### config.mk
export PLATFORM = sky130hd
export DESIGN_NAME = acquisition_handshake_controller
export DESIGN_NICKNAME = d
export VERILOG_FILES = /design/src/design/ahc_pkg.sv /design/src/design/ahc_fsm.sv /design/src/design/acquisition_handshake_controller.sv
export SDC_FILE = /design/constraint.sdc
export NUM_CORES = 1
export LEC_CHECK = 0
export BUFFER_PORTS_ARGS = -buffer_cell sky130_fd_sc_hd__buf_2
export CAP_MARGIN = 20
export CORE_MARGIN = 5
export CORE_UTILIZATION = 25
export CTS_CLUSTER_DIAMETER = 80
export DETAILED_ROUTE_END_ITERATION = 8
export GPL_TIMING_DRIVEN = 0
export HOLD_SLACK_MARGIN = 0.12
export PLACE_DENSITY = 0.41
export SLEW_MARGIN = 40
export SYNTH_ARGS = -nofsm -noshare
export SYNTH_HDL_FRONTEND = slang
export SYNTH_HIERARCHICAL = 1
export SYNTH_SLANG_ARGS = --single-unit
### constraint.sdc
create_clock -name aclk -period 8.6 [get_ports aclk]
set_clock_uncertainty 0.15 [all_clocks]
set_input_delay 1.29 -clock aclk [delete_from_list [all_inputs] [get_ports aclk]]
set_output_delay 1.29 -clock aclk [all_outputs]
set_load 0.01 [all_outputs]
### src/design/ahc_pkg.sv
// Package for the acquisition handshake controller: beat types, phase and request codes,
// and period limits. Used by ahc_fsm and acquisition_handshake_controller.
// Has no dependencies.
package ahc_pkg;

    localparam int PERIOD_W = 24;
    localparam int CNT_W    = 32;
    localparam int TIME_IN_W = 32;

    localparam logic [PERIOD_W-1:0] PERIOD_RESET = PERIOD_W'(1000000 / 50);
    localparam logic [PERIOD_W-1:0] PERIOD_MIN   = PERIOD_W'(1);
    localparam logic [PERIOD_W-1:0] PERIOD_MAX   = PERIOD_W'(10000000);

    // Miss threshold is MISS_FACTOR periods.
    localparam int MISS_FACTOR = 2;
    localparam int MISS_W      = PERIOD_W + 1;

    typedef enum logic [1:0] {
        REQ_TICK  = 2'd0,
        REQ_START = 2'd1,
        REQ_STOP  = 2'd2,
        REQ_RESET = 2'd3
    } req_t;

    typedef enum logic [2:0] {
        PH_IDLE   = 3'd0,
        PH_ACQ    = 3'd1,
        PH_WREADY = 3'd2,
        PH_WACK   = 3'd3,
        PH_SEND   = 3'd4,
        PH_WDONE  = 3'd5
    } phase_t;

    typedef struct packed {
        req_t                 req_type;
        logic [TIME_IN_W-1:0] time_us;
        logic                 host_send;
        logic                 send_done;
    } item_t;

    typedef struct packed {
        logic             ready_level;
        logic             capture_stop;
        logic             capture_start;
        logic             buffer_swap;
        logic             send_request;
        logic [CNT_W-1:0] send_seq;
        logic             running;
        phase_t           phase;
        logic [CNT_W-1:0] miss_ready_count;
        logic [CNT_W-1:0] miss_ack_count;
    } result_t;

endpackage

### src/design/ahc_fsm.sv
// Control state and one-beat step logic of the acquisition handshake controller.
// Depends on ahc_pkg. State updates on each advanced beat; the result is combinational.
module ahc_fsm #(
    parameter int TIME_WIDTH = 32
) (
    input  logic                            aclk,
    input  logic                            aresetn,
    input  logic                            advance,
    input  ahc_pkg::item_t                  item,
    input  logic [ahc_pkg::PERIOD_W-1:0]    period,
    output ahc_pkg::result_t                result,
    output logic                            run_flag
);

    localparam int CMP_W = (TIME_WIDTH > ahc_pkg::MISS_W) ? TIME_WIDTH : ahc_pkg::MISS_W;

    ahc_pkg::phase_t              phase_reg, phase_next;
    logic [TIME_WIDTH-1:0]        last_time_reg, last_time_next;
    logic                         start_pend_reg, start_pend_next;
    logic                         stop_pend_reg, stop_pend_next;
    logic                         run_reg, run_next;
    logic                         ready_reg, ready_next;
    logic                         miss_rdy_flag_reg, miss_rdy_flag_next;
    logic                         miss_ack_flag_reg, miss_ack_flag_next;
    logic [ahc_pkg::CNT_W-1:0]    miss_rdy_total_reg, miss_rdy_total_next;
    logic [ahc_pkg::CNT_W-1:0]    miss_ack_total_reg, miss_ack_total_next;
    logic [ahc_pkg::CNT_W-1:0]    seq_reg, seq_next;

    logic [TIME_WIDTH-1:0]        now_w;
    logic [TIME_WIDTH-1:0]        elapsed;
    logic [ahc_pkg::MISS_W-1:0]   twice;
    logic                         over_period;
    logic                         over_twice;
    logic                         stop_in;
    logic                         cap_stop, cap_start, swap, send_req;

    assign now_w   = TIME_WIDTH'(item.time_us);
    // wrapping elapsed time at TIME_WIDTH bits
    assign elapsed = now_w - last_time_reg;
    assign twice   = ahc_pkg::MISS_W'(period) * ahc_pkg::MISS_W'(ahc_pkg::MISS_FACTOR);
    assign over_period = CMP_W'(elapsed) > CMP_W'(period);
    assign over_twice  = CMP_W'(elapsed) > CMP_W'(twice);
    assign stop_in     = stop_pend_reg || (item.req_type == ahc_pkg::REQ_RESET);

    always_comb begin
        phase_next          = phase_reg;
        last_time_next      = last_time_reg;
        start_pend_next     = start_pend_reg;
        stop_pend_next      = stop_pend_reg;
        run_next            = run_reg;
        ready_next          = ready_reg;
        miss_rdy_flag_next  = miss_rdy_flag_reg;
        miss_ack_flag_next  = miss_ack_flag_reg;
        miss_rdy_total_next = miss_rdy_total_reg;
        miss_ack_total_next = miss_ack_total_reg;
        seq_next            = seq_reg;
        cap_stop            = 1'b0;
        cap_start           = 1'b0;
        swap                = 1'b0;
        send_req            = 1'b0;

        if (item.req_type == ahc_pkg::REQ_START) begin
            last_time_next  = now_w;
            start_pend_next = 1'b1;
            cap_start       = 1'b1;
        end else if (item.req_type == ahc_pkg::REQ_STOP) begin
            stop_pend_next = 1'b1;
        end else begin
            // tick; a reset request ticks with stop pending, then forces idle
            stop_pend_next = stop_in;
            unique case (phase_reg)
                ahc_pkg::PH_IDLE: begin
                    run_next = 1'b0;
                    if (start_pend_reg) begin
                        phase_next      = ahc_pkg::PH_ACQ;
                        run_next        = 1'b1;
                        start_pend_next = 1'b0;
                    end
                    if (stop_in) begin
                        stop_pend_next = 1'b0;
                        run_next       = 1'b0;
                    end
                end
                ahc_pkg::PH_ACQ: begin
                    if (stop_in) begin
                        phase_next     = ahc_pkg::PH_IDLE;
                        stop_pend_next = 1'b0;
                    end else if (over_period) begin
                        cap_stop   = 1'b1;
                        phase_next = ahc_pkg::PH_WREADY;
                    end
                end
                ahc_pkg::PH_WREADY: begin
                    if (!item.host_send) begin
                        phase_next = ahc_pkg::PH_WACK;
                    end else if (!miss_rdy_flag_reg && over_twice) begin
                        miss_rdy_flag_next  = 1'b1;
                        miss_rdy_total_next = miss_rdy_total_reg + 1'b1;
                    end
                end
                ahc_pkg::PH_WACK: begin
                    ready_next = 1'b1;
                    if (item.host_send) begin
                        ready_next = 1'b0;
                        phase_next = ahc_pkg::PH_SEND;
                    end else if (!miss_ack_flag_reg && over_twice) begin
                        miss_ack_flag_next  = 1'b1;
                        miss_ack_total_next = miss_ack_total_reg + 1'b1;
                    end
                end
                ahc_pkg::PH_SEND: begin
                    swap               = 1'b1;
                    cap_start          = 1'b1;
                    send_req           = 1'b1;
                    last_time_next     = now_w;
                    seq_next           = seq_reg + 1'b1;
                    phase_next         = ahc_pkg::PH_WDONE;
                    miss_rdy_flag_next = 1'b0;
                    miss_ack_flag_next = 1'b0;
                end
                ahc_pkg::PH_WDONE: begin
                    if (item.send_done) begin
                        phase_next = ahc_pkg::PH_ACQ;
                    end
                end
                default: begin
                    phase_next = ahc_pkg::PH_IDLE;
                end
            endcase
            if (item.req_type == ahc_pkg::REQ_RESET) begin
                phase_next = ahc_pkg::PH_IDLE;
            end
        end
    end

    always_comb begin
        result.ready_level      = ready_next;
        result.capture_stop     = cap_stop;
        result.capture_start    = cap_start;
        result.buffer_swap      = swap;
        result.send_request     = send_req;
        result.send_seq         = send_req ? seq_reg : '0;
        result.running          = run_next;
        result.phase            = phase_next;
        result.miss_ready_count = miss_rdy_total_next;
        result.miss_ack_count   = miss_ack_total_next;
    end

    assign run_flag = run_reg;

    always_ff @(posedge aclk) begin
        if (!aresetn) begin
            phase_reg          <= ahc_pkg::PH_IDLE;
            last_time_reg      <= '0;
            start_pend_reg     <= 1'b0;
            stop_pend_reg      <= 1'b0;
            run_reg            <= 1'b0;
            ready_reg          <= 1'b0;
            miss_rdy_flag_reg  <= 1'b0;
            miss_ack_flag_reg  <= 1'b0;
            miss_rdy_total_reg <= '0;
            miss_ack_total_reg <= '0;
            seq_reg            <= '0;
        end else if (advance) begin
            phase_reg          <= phase_next;
            last_time_reg      <= last_time_next;
            start_pend_reg     <= start_pend_next;
            stop_pend_reg      <= stop_pend_next;
            run_reg            <= run_next;
            ready_reg          <= ready_next;
            miss_rdy_flag_reg  <= miss_rdy_flag_next;
            miss_ack_flag_reg  <= miss_ack_flag_next;
            miss_rdy_total_reg <= miss_rdy_total_next;
            miss_ack_total_reg <= miss_ack_total_next;
            seq_reg            <= seq_next;
        end
    end

`ifndef SYNTH
    a_send_enters_wdone: assert property (@(posedge aclk) disable iff (!aresetn)
        advance && result.send_request && item.req_type != ahc_pkg::REQ_RESET
        |=> phase_reg == ahc_pkg::PH_WDONE)
        else $error("send request did not move to wait-done");

    a_seq_only_on_send: assert property (@(posedge aclk) disable iff (!aresetn)
        !(advance && result.send_request) |=> $stable(seq_reg))
        else $error("sequence counter moved without a send request");

    a_miss_rdy_from_wready: assert property (@(posedge aclk) disable iff (!aresetn)
        $rose(miss_rdy_flag_reg) |-> $past(phase_reg) == ahc_pkg::PH_WREADY)
        else $error("ready miss flagged outside wait-ready");

    a_miss_ack_from_wack: assert property (@(posedge aclk) disable iff (!aresetn)
        $rose(miss_ack_flag_reg) |-> $past(phase_reg) == ahc_pkg::PH_WACK)
        else $error("ack miss flagged outside wait-ack");
`endif

endmodule

### src/design/acquisition_handshake_controller.sv
// Acquisition handshake controller: input beat register, step logic, result register.
// A beat accepted into the input register has its result registered in the result register, then shown on m_*.
// Throughput: one beat per cycle while m_ready is high; the input register refills as the result register drains.
// Reset (aresetn low, synchronous): both registers empty, phase idle, counters zero,
// period back to 20000 us. Depends on ahc_pkg and ahc_fsm.
module acquisition_handshake_controller #(
    parameter int TIME_WIDTH = 32
) (
    input  logic                              aclk,
    input  logic                              aresetn,

    input  logic                              cfg_wr_en,
    input  logic [ahc_pkg::PERIOD_W-1:0]      cfg_wr_data,

    input  logic                              s_valid,
    output logic                              s_ready,
    input  logic [1:0]                        s_req_type,
    input  logic [ahc_pkg::TIME_IN_W-1:0]     s_time_us,
    input  logic                              s_host_send,
    input  logic                              s_send_done,

    output logic                              m_valid,
    input  logic                              m_ready,
    output logic                              m_ready_level,
    output logic                              m_capture_stop,
    output logic                              m_capture_start,
    output logic                              m_buffer_swap,
    output logic                              m_send_request,
    output logic [ahc_pkg::CNT_W-1:0]         m_send_seq,
    output logic                              m_running,
    output logic [2:0]                        m_phase,
    output logic [ahc_pkg::CNT_W-1:0]         m_miss_ready_count,
    output logic [ahc_pkg::CNT_W-1:0]         m_miss_ack_count
);

    logic                          in_valid_reg;
    ahc_pkg::item_t                in_item_reg;
    logic                          out_valid_reg;
    ahc_pkg::result_t              out_res_reg;
    logic [ahc_pkg::PERIOD_W-1:0]  period_reg;
    logic                          advance;
    logic                          run_flag;
    ahc_pkg::result_t              step_res;

    assign advance = in_valid_reg && (!out_valid_reg || m_ready);
    assign s_ready = !in_valid_reg || advance;

    always_ff @(posedge aclk) begin
        if (!aresetn) begin
            in_valid_reg <= 1'b0;
        end else if (s_ready) begin
            in_valid_reg <= s_valid;
        end
    end

    always_ff @(posedge aclk) begin
        if (s_valid && s_ready) begin
            in_item_reg.req_type  <= ahc_pkg::req_t'(s_req_type);
            in_item_reg.time_us   <= s_time_us;
            in_item_reg.host_send <= s_host_send;
            in_item_reg.send_done <= s_send_done;
        end
    end

    ahc_fsm #(
        .TIME_WIDTH (TIME_WIDTH)
    ) u_fsm (
        .aclk     (aclk),
        .aresetn  (aresetn),
        .advance  (advance),
        .item     (in_item_reg),
        .period   (period_reg),
        .result   (step_res),
        .run_flag (run_flag)
    );

    always_ff @(posedge aclk) begin
        if (!aresetn) begin
            out_valid_reg <= 1'b0;
        end else if (advance) begin
            out_valid_reg <= 1'b1;
        end else if (m_ready) begin
            out_valid_reg <= 1'b0;
        end
    end

    always_ff @(posedge aclk) begin
        if (advance) begin
            out_res_reg <= step_res;
        end
    end

    // period writes are dropped during a run or when out of range
    always_ff @(posedge aclk) begin
        if (!aresetn) begin
            period_reg <= ahc_pkg::PERIOD_RESET;
        end else if (cfg_wr_en && !run_flag && cfg_wr_data >= ahc_pkg::PERIOD_MIN
                     && cfg_wr_data <= ahc_pkg::PERIOD_MAX) begin
            period_reg <= cfg_wr_data;
        end
    end

    assign m_valid            = out_valid_reg;
    assign m_ready_level      = out_res_reg.ready_level;
    assign m_capture_stop     = out_res_reg.capture_stop;
    assign m_capture_start    = out_res_reg.capture_start;
    assign m_buffer_swap      = out_res_reg.buffer_swap;
    assign m_send_request     = out_res_reg.send_request;
    assign m_send_seq         = out_res_reg.send_seq;
    assign m_running          = out_res_reg.running;
    assign m_phase            = out_res_reg.phase;
    assign m_miss_ready_count = out_res_reg.miss_ready_count;
    assign m_miss_ack_count   = out_res_reg.miss_ack_count;

endmodule

==> results of run 1 <==
worst min path at each step:
stage | endpoint | slack (ns) | cells past startpoint
3_5_place_dp | u_fsm/last_time_reg[4] | 0.30 | 2
5_1_grt | u_fsm/last_time_reg[4] | 0.32 | 2
3_3_place_gp | u_fsm/last_time_reg[4] | 0.29 | 2
2_1_floorplan | period_reg[12] | 0.28 | 2
6_report | u_fsm/last_time_reg[4] | 0.30 | 2
4_1_cts | u_fsm/last_time_reg[4] | 0.30 | 2
cell type report:
type                       instances  area [um^2]
timing repair buffer             178          978
sequential                       304         7500
tap                              864         1080
buffer                           106          552
clock buffer                      50         1040
inverter                          73          274
clock inverter                    24          264
multi-input combinational       1252         8240
fill                            6887        45800
cell families (layout without fill, tap and decap cells):
group / after synthesis / count (layout) / synth area share [%]
XOR/XNOR: 110 / 110 / 5.82
AND/OR/NAND/NOR: 677 / 677 / 21.3
flip-flops: 304 / 304 / 45.3
AO/OA/AOI/OAI: 336 / 336 / 13.3
multiplexers: 43 / 43 / 2.64
adder cells (fa/ha/maj): 86 / 86 / 6.55
buffers and inverters: 179 / 431 / 4.98
layer usage:
metal  vias up  GRT usage (%)  share of wire [%]
li1       6780              -                  -
met2       287           22.6                 47
met1      6477           17.9                 45
met5         -              0                  0
met4         0           3.88                2.3
met3        71           2.49                5.0
power by group through the flow:
stage	sequential, mW	combinational (mW)	clock (mW)
detailed placement	1.61	0.419	0
global placement	1.62	0.408	0
global route	1.58	0.469	1.80
finish	1.58	0.416	1.68
CTS	1.58	0.422	1.75
floorplan	1.62	0.257	0
worst register-to-register path, stage by stage, from the launching register on:
cell and delay [ns]:
edfxtp_1 0.39, inv_1 0.07, ha_1 0.19, inv_1 0.07
fa_1 0.39, a21o_1 0.21, a221oi_2 0.36, or4_4 0.24
a21oi_1 0.09, o21a_1 0.19, o21ai_0 0.14, nand2_1 0.12
a2111oi_0 0.36, nand4b_1 0.20, ha_1 0.16, nand4_1 0.17
nor3_1 0.31, o31ai_1 0.14, o2111ai_1 0.18, a22oi_1 0.22
nand4_1 0.41, clkbuf_1 0.61, nand4b_1 0.24, xnor2_1 0.34
layout by cell type, fill, tap and decap left out, types with 12 or more instances in the layout:
cell	instances
ha_1	85
or3_1	13
clkbuf_1	80
nand2b_1	12
clkbuf_16	40
or4_1	51
nor4_1	17
a211oi_1	12
xor2_1	78
nor3_1	54
or2_2	12
inv_1	73
o31ai_1	53
nand2_1	197
edfxtp_1	141
nand4_1	37
and3_1	62
buf_2	177
xnor2_1	32
mux2i_1	41
nor2_1	93
nand3_1	59
a21oi_1	137
dfxtp_1	163
nor2b_1	23
o21ai_0	32
a21o_1	23
and2_1	14
buf_4	12
through the flow:
step / TNS (ns) / utilization, % / hold WS [ns]
floorplan: 0 / - / 0.285
global placement: -461.79 / 28.1 / 0.293
detailed placement: 0 / 28.3 / 0.297
CTS: 0 / 30.3 / 0.305
global route: 0 / 30.3 / 0.321
finish: 0 / 30.3 / 0.302
==> flow_summary.yaml, run 1 <==
die:
  die_h_um: 267
  core-area_mm2: 0.0657
  rows: 94
  die-area_mm2: 0.0714
  num_io_pins: 172
  initial_utilization_pct: 25.2
  die_w_um: 267
yosys:
  syn_area_per_cell_um2: 9.54
  synth-edff-count: 141
  syn-cell-area_mm2: 0.0165
  synth.distinct_cells: 82
  synthFlopType: "dfxtp_1"
  synth_top_area_share_pct: 25.6
  synth_area_leaders: "edfxtp_1 (26%), dfxtp_1 (20%), ha_1 (6.4%)"
  synthArstFlopShare_pct: 0
  syn_nets: 1886
  synthCells: 1735
  ys_seq_area_share_pct: 45.3
  ys_top_cells_by_count: "nand2_1 (197), dfxtp_1 (163), edfxtp_1 (141)"
  synth_most_common_cell: "nand2_1"
  synth_seq_cells: 304
  yosys.area.top_type: "edfxtp_1"
  yosysWarnings: 6
critical_path:
  critPathCapture: "m_miss_ready_count[31]"
  cp.arrival_ns: 6.36
  cp_top_family: "compound AO/OA/AOI/OAI gates"
  crit_chain: "inv_1 -> ha_1 -> inv_1 -> fa_1 -> a21o_1 -> a221oi_2 -> or4_4 -> a21oi_1 -> o21a_1 -> o21ai_0 -> nand2_1 -> a2111oi_0 -> nand4b_1 -> ha_1 -> nand4_1 -> nor3_1 -> o31ai_1 -> o2111ai_1 -> a22oi_1 -> nand4_1 -> clkbuf_1 -> nand4b_1 -> xnor2_1"
  end_kind: "flop"
  reg2reg_slack_ns: 2.45
  timing.rr.start: "in_item_reg[2]"
  crit_fanout: 10
  critPathKind: "reg2reg"
  r2r-end: "m_miss_ready_count[31]"
  required_ns: 8.81
  critPathLaunchType: "flop"
  startpoint: "in_item_reg[2]"
  worstRegToRegCells: 23
  path_buf_inv: 3
  slowest_delay_ns: 0.61
  worst-path-stages: 23
  cpMaxStageDelayCell: "clkbuf_1"
layout:
  largest_register_ffs: 36
  drive_gt1_share_pct: 15.1
  fin_area_mm2: 0.0199
  nets: 2106
  instances_no_fill: 2851
  syn2layout_area_growth_pct: 20.5
  diodes: 0
min_path:
  min_from: "u_fsm/last_time_reg[4]"
  min_path_type: "reg2reg"
clocking:
  cts_tree: "done"
  cts_buffers: 40
  clockBufferDepth: 3
  cts_sinks: 304
  cts_setup_buffers: 0
  cts-resized-gates: 0
  clkTransAtPathRegs_ns: 0.06
  cts.htree.levels: 2
  root_buffer: "clkbuf_16"
  cts_hold_buffers: 0
  clock_latency_ns: 0.57
pwr:
  power_frac_seq_pct: 43.0
  combPwrFrac_pct: 11.3
  total_leakage_power_nw: 7.42
  p_sw_uw: 962
  ir_drop_mv: 0.123
  clock_power_share_pct: 45.6
  powerDensity_mw_per_mm2: 184
  finalPower_mw: 3.67
  p_int_mw: 2.71
  swShare_pct: 26.2
run_status:
  status: "complete, no violations"
sta:
  worstMarginPinSlew_ns: 0.863
  fmax_ghz: 0.163
  post-route-min-period_ns: 6.15
  timing.final.ws_setup_ns: 2.45
  finalSetupViolCount: 0
  finalMaxSlewViolations: 0
  fin_crit_sh_pct: 71.5
  final-hold-violation-count: 0
  rsz0062_at_grt: "false"
  slew_headroom_pct: 42.5
routing:
  drt_iter0_markers: 852
  vias_per_cell: 4.78
  drc: 0
  postRouteAntennaNets: 0
  vias: 13600
  routed_wl_um: 49700
  wl_per_cell_um: 17.4
  drt-pass1-iter-count: 5
global_routing:
  grt_first_pass_wirelength_um: 76900
  grt_max_degree: 37
  grt_pass1_vias: 13400
  track_usage_pct: 13.5
  grt_overflow: 0
  antenna_found_initial: 1
placed_design:
  post-dp-hpwl_um: 37300
  io_buffer_count: 171
  routabilityCongestion: 0.827
  dpl_cell_area_mm2: 0.0186
  place_ws_ns: 2.48
  dp.cells: 2777
run:
  maxCapViolations: 0
(Power assumes the default switching activity.)
==> run 2: changes to the inputs <==
Settings changed: PLACE_DENSITY 0.41 to 0.39.
Clock period 8.6 ns to 5.95 ns, I/O delays scaled along.
==> flow_summary.yaml, run 2 (same netlist as run 1, synthesis figures left out) <==
global_routing:
  antenna_found_initial: 0
  grt_max_degree: 36
  grt_pass1_vias: 13600
  grt_first_pass_wirelength_um: 78400
  grt_overflow: 0
  track_usage_pct: 13.8
run:
  maxCapViolations: 0
critical_path:
  slowest_delay_ns: 0.71
  crit_fanout: 3
  cpMaxStageDelayCell: "nor4bb_1"
  timing.rr.start: "in_item_reg[2]"
  r2r-end: "m_capture_stop"
  reg2reg_slack_ns: 0.39
  worstRegToRegCells: 23
  required_ns: 6.12
  cp.arrival_ns: 5.74
  critPathLaunchType: "flop"
  critPathKind: "reg2reg"
  end_kind: "flop"
  crit_chain: "inv_1 -> ha_1 -> inv_1 -> fa_1 -> a21o_1 -> a221oi_4 -> or4_4 -> a21oi_1 -> o21a_1 -> o21ai_0 -> nand2_1 -> a2111oi_2 -> nand4b_1 -> buf_4 -> ha_1 -> nand4_1 -> nor2_1 -> nand3_1 -> o31ai_1 -> nor4bb_1 -> and2_1 -> nor2_1 -> buf_4"
die:
  core-area_mm2: 0.0657
  initial_utilization_pct: 25.2
  die_h_um: 267
  die-area_mm2: 0.0714
  rows: 94
  num_io_pins: 172
  die_w_um: 267
clocking:
  clock_latency_ns: 0.56
  clockBufferDepth: 3
  clkTransAtPathRegs_ns: 0.06
  cts_sinks: 304
  cts_buffers: 40
  cts.htree.levels: 2
  root_buffer: "clkbuf_16"
  cts_tree: "done"
  cts_hold_buffers: 0
layout:
  final_cell_mix: "nand2_1 (197), buf_2 (177), dfxtp_1 (163), edfxtp_1 (141), a21oi_1 (137)"
  drive_gt1_share_pct: 15.8
  fin_area_mm2: 0.0200
  instances_no_fill: 2856
  mostFrequentLayoutCell: "nand2_1"
  nets: 2111
  largest_register_ffs: 36
  syn2layout_area_growth_pct: 21.0
  diodes: 0
  num-fill-cells: 6902
routing:
  routed_wl_um: 50300
  postRouteAntennaNets: 0
  drc: 0
  vias_per_cell: 4.76
  vias: 13600
  wl_per_cell_um: 17.6
  drt-pass1-iter-count: 5
  drt_iter0_markers: 715
min_path:
  hold_path_end: "u_fsm/last_time_reg[27]"
  whs_path_depth: 2
  min_from: "u_fsm/last_time_reg[27]"
  min_path_type: "reg2reg"
run_status:
  status: "complete, no violations"
sta:
  worstMarginPinSlew_ns: 0.766
  post-route-min-period_ns: 5.56
  fmax_ghz: 0.180
  finalSetupViolCount: 0
  slew_headroom_pct: 48.9
  final-hold-violation-count: 0
  fin_crit_sh_pct: 93.5
  finalMaxSlewViolations: 0
pwr:
  powerDensity_mw_per_mm2: 262
  total_leakage_power_nw: 7.45
  ir_drop_mv: 0.153
placed_design:
  dp.cells: 2777
  dpl_cell_area_mm2: 0.0186
  io_buffer_count: 171
  routabilityCongestion: 0.814
  post-dp-hpwl_um: 37600
## run 2: how the worst max path moves through the flow
stage / from / endpoint / slack [ns] / depth (start not counted)
floorplan: m_ready / u_fsm/seq_reg[28] / 1.06 / 12
global route: in_item_reg[2] / m_miss_ready_count[22] / -0.03 / 25
CTS: in_item_reg[2] / m_miss_ready_count[22] / 0.009 / 25
detailed placement: in_item_reg[2] / m_miss_ready_count[31] / -0.18 / 23
global placement: m_ready / u_fsm/seq_reg[31] / -0.77 / 13
finish: in_item_reg[2] / m_capture_stop / 0.39 / 23
## run 2: layout make-up
cell class | instances | area (um^2) | area share (%)
Buffer | 106 | 569 | 2.84
Clock buffer | 51 | 1100 | 5.52
Clock inverter | 23 | 166 | 0.832
Inverter | 73 | 274 | 1.37
Multi-Input combinational cell | 1252 | 8280 | 41.4
Sequential cell | 304 | 7500 | 37.5
Tap cell | 864 | 1080 | 5.40
Timing Repair Buffer | 183 | 1040 | 5.20
## run 2: per-layer routing
layer | vias up | global-route usage (%) | share of wire, %
met5 | - | 0 | 0
li1 | 6783 | - | -
met2 | 273 | 23.3 | 48
met3 | 61 | 2.74 | 4.8
met1 | 6483 | 18.3 | 46
met4 | 0 | 3.09 | 1.8
## run 2: repair_timing
action	4_1_cts	5_1_grt
setup endpoints to repair	7	125
pin swaps	0	6
gates resized for setup	1	11
setup buffers	0	5
## run 2: critical path, delay by kind of cell, from the launching register on
kind	cells	cell delay, ns
and+or+nand+nor	9	1.96
AOI/OAI and AO/OA	7	1.72
buffers and inverters	4	0.41
adders and majority gates	3	0.70
DFF	1	0.38
## run 2: report_power, final
| group | total, mW | internal [mW] | leakage (nW) | switching [mW] |
|---|---|---|---|---|
| Combinational | 0.612 | 0.240 | 4.23 | 0.372 |
| Clock | 2.34 | 1.36 | 0.620 | 0.977 |
| Sequential | 2.28 | 2.25 | 2.60 | 0.0305 |
| Total | 5.24 | 3.86 | 7.45 | 1.38 |
## run 2: through the flow
| stage | power [mW] | setup TNS [ns] | util [%] | setup WS (ns) | hold WS, ns |
|---|---|---|---|---|---|
| after floorplan | 2.71 | 0 | - | 1.06 | 0.285 |
| after global placement | 2.92 | -7.60 | 28.1 | -0.774 | 0.293 |
| after detailed placement | 2.94 | -0.652 | 28.4 | -0.176 | 0.298 |
| after CTS | 5.35 | 0 | 30.3 | 0.00893 | 0.304 |
| after global routing | 5.52 | -0.0343 | 30.4 | -0.0289 | 0.305 |
| final | 5.24 | 0 | 30.4 | 0.385 | 0.304 |
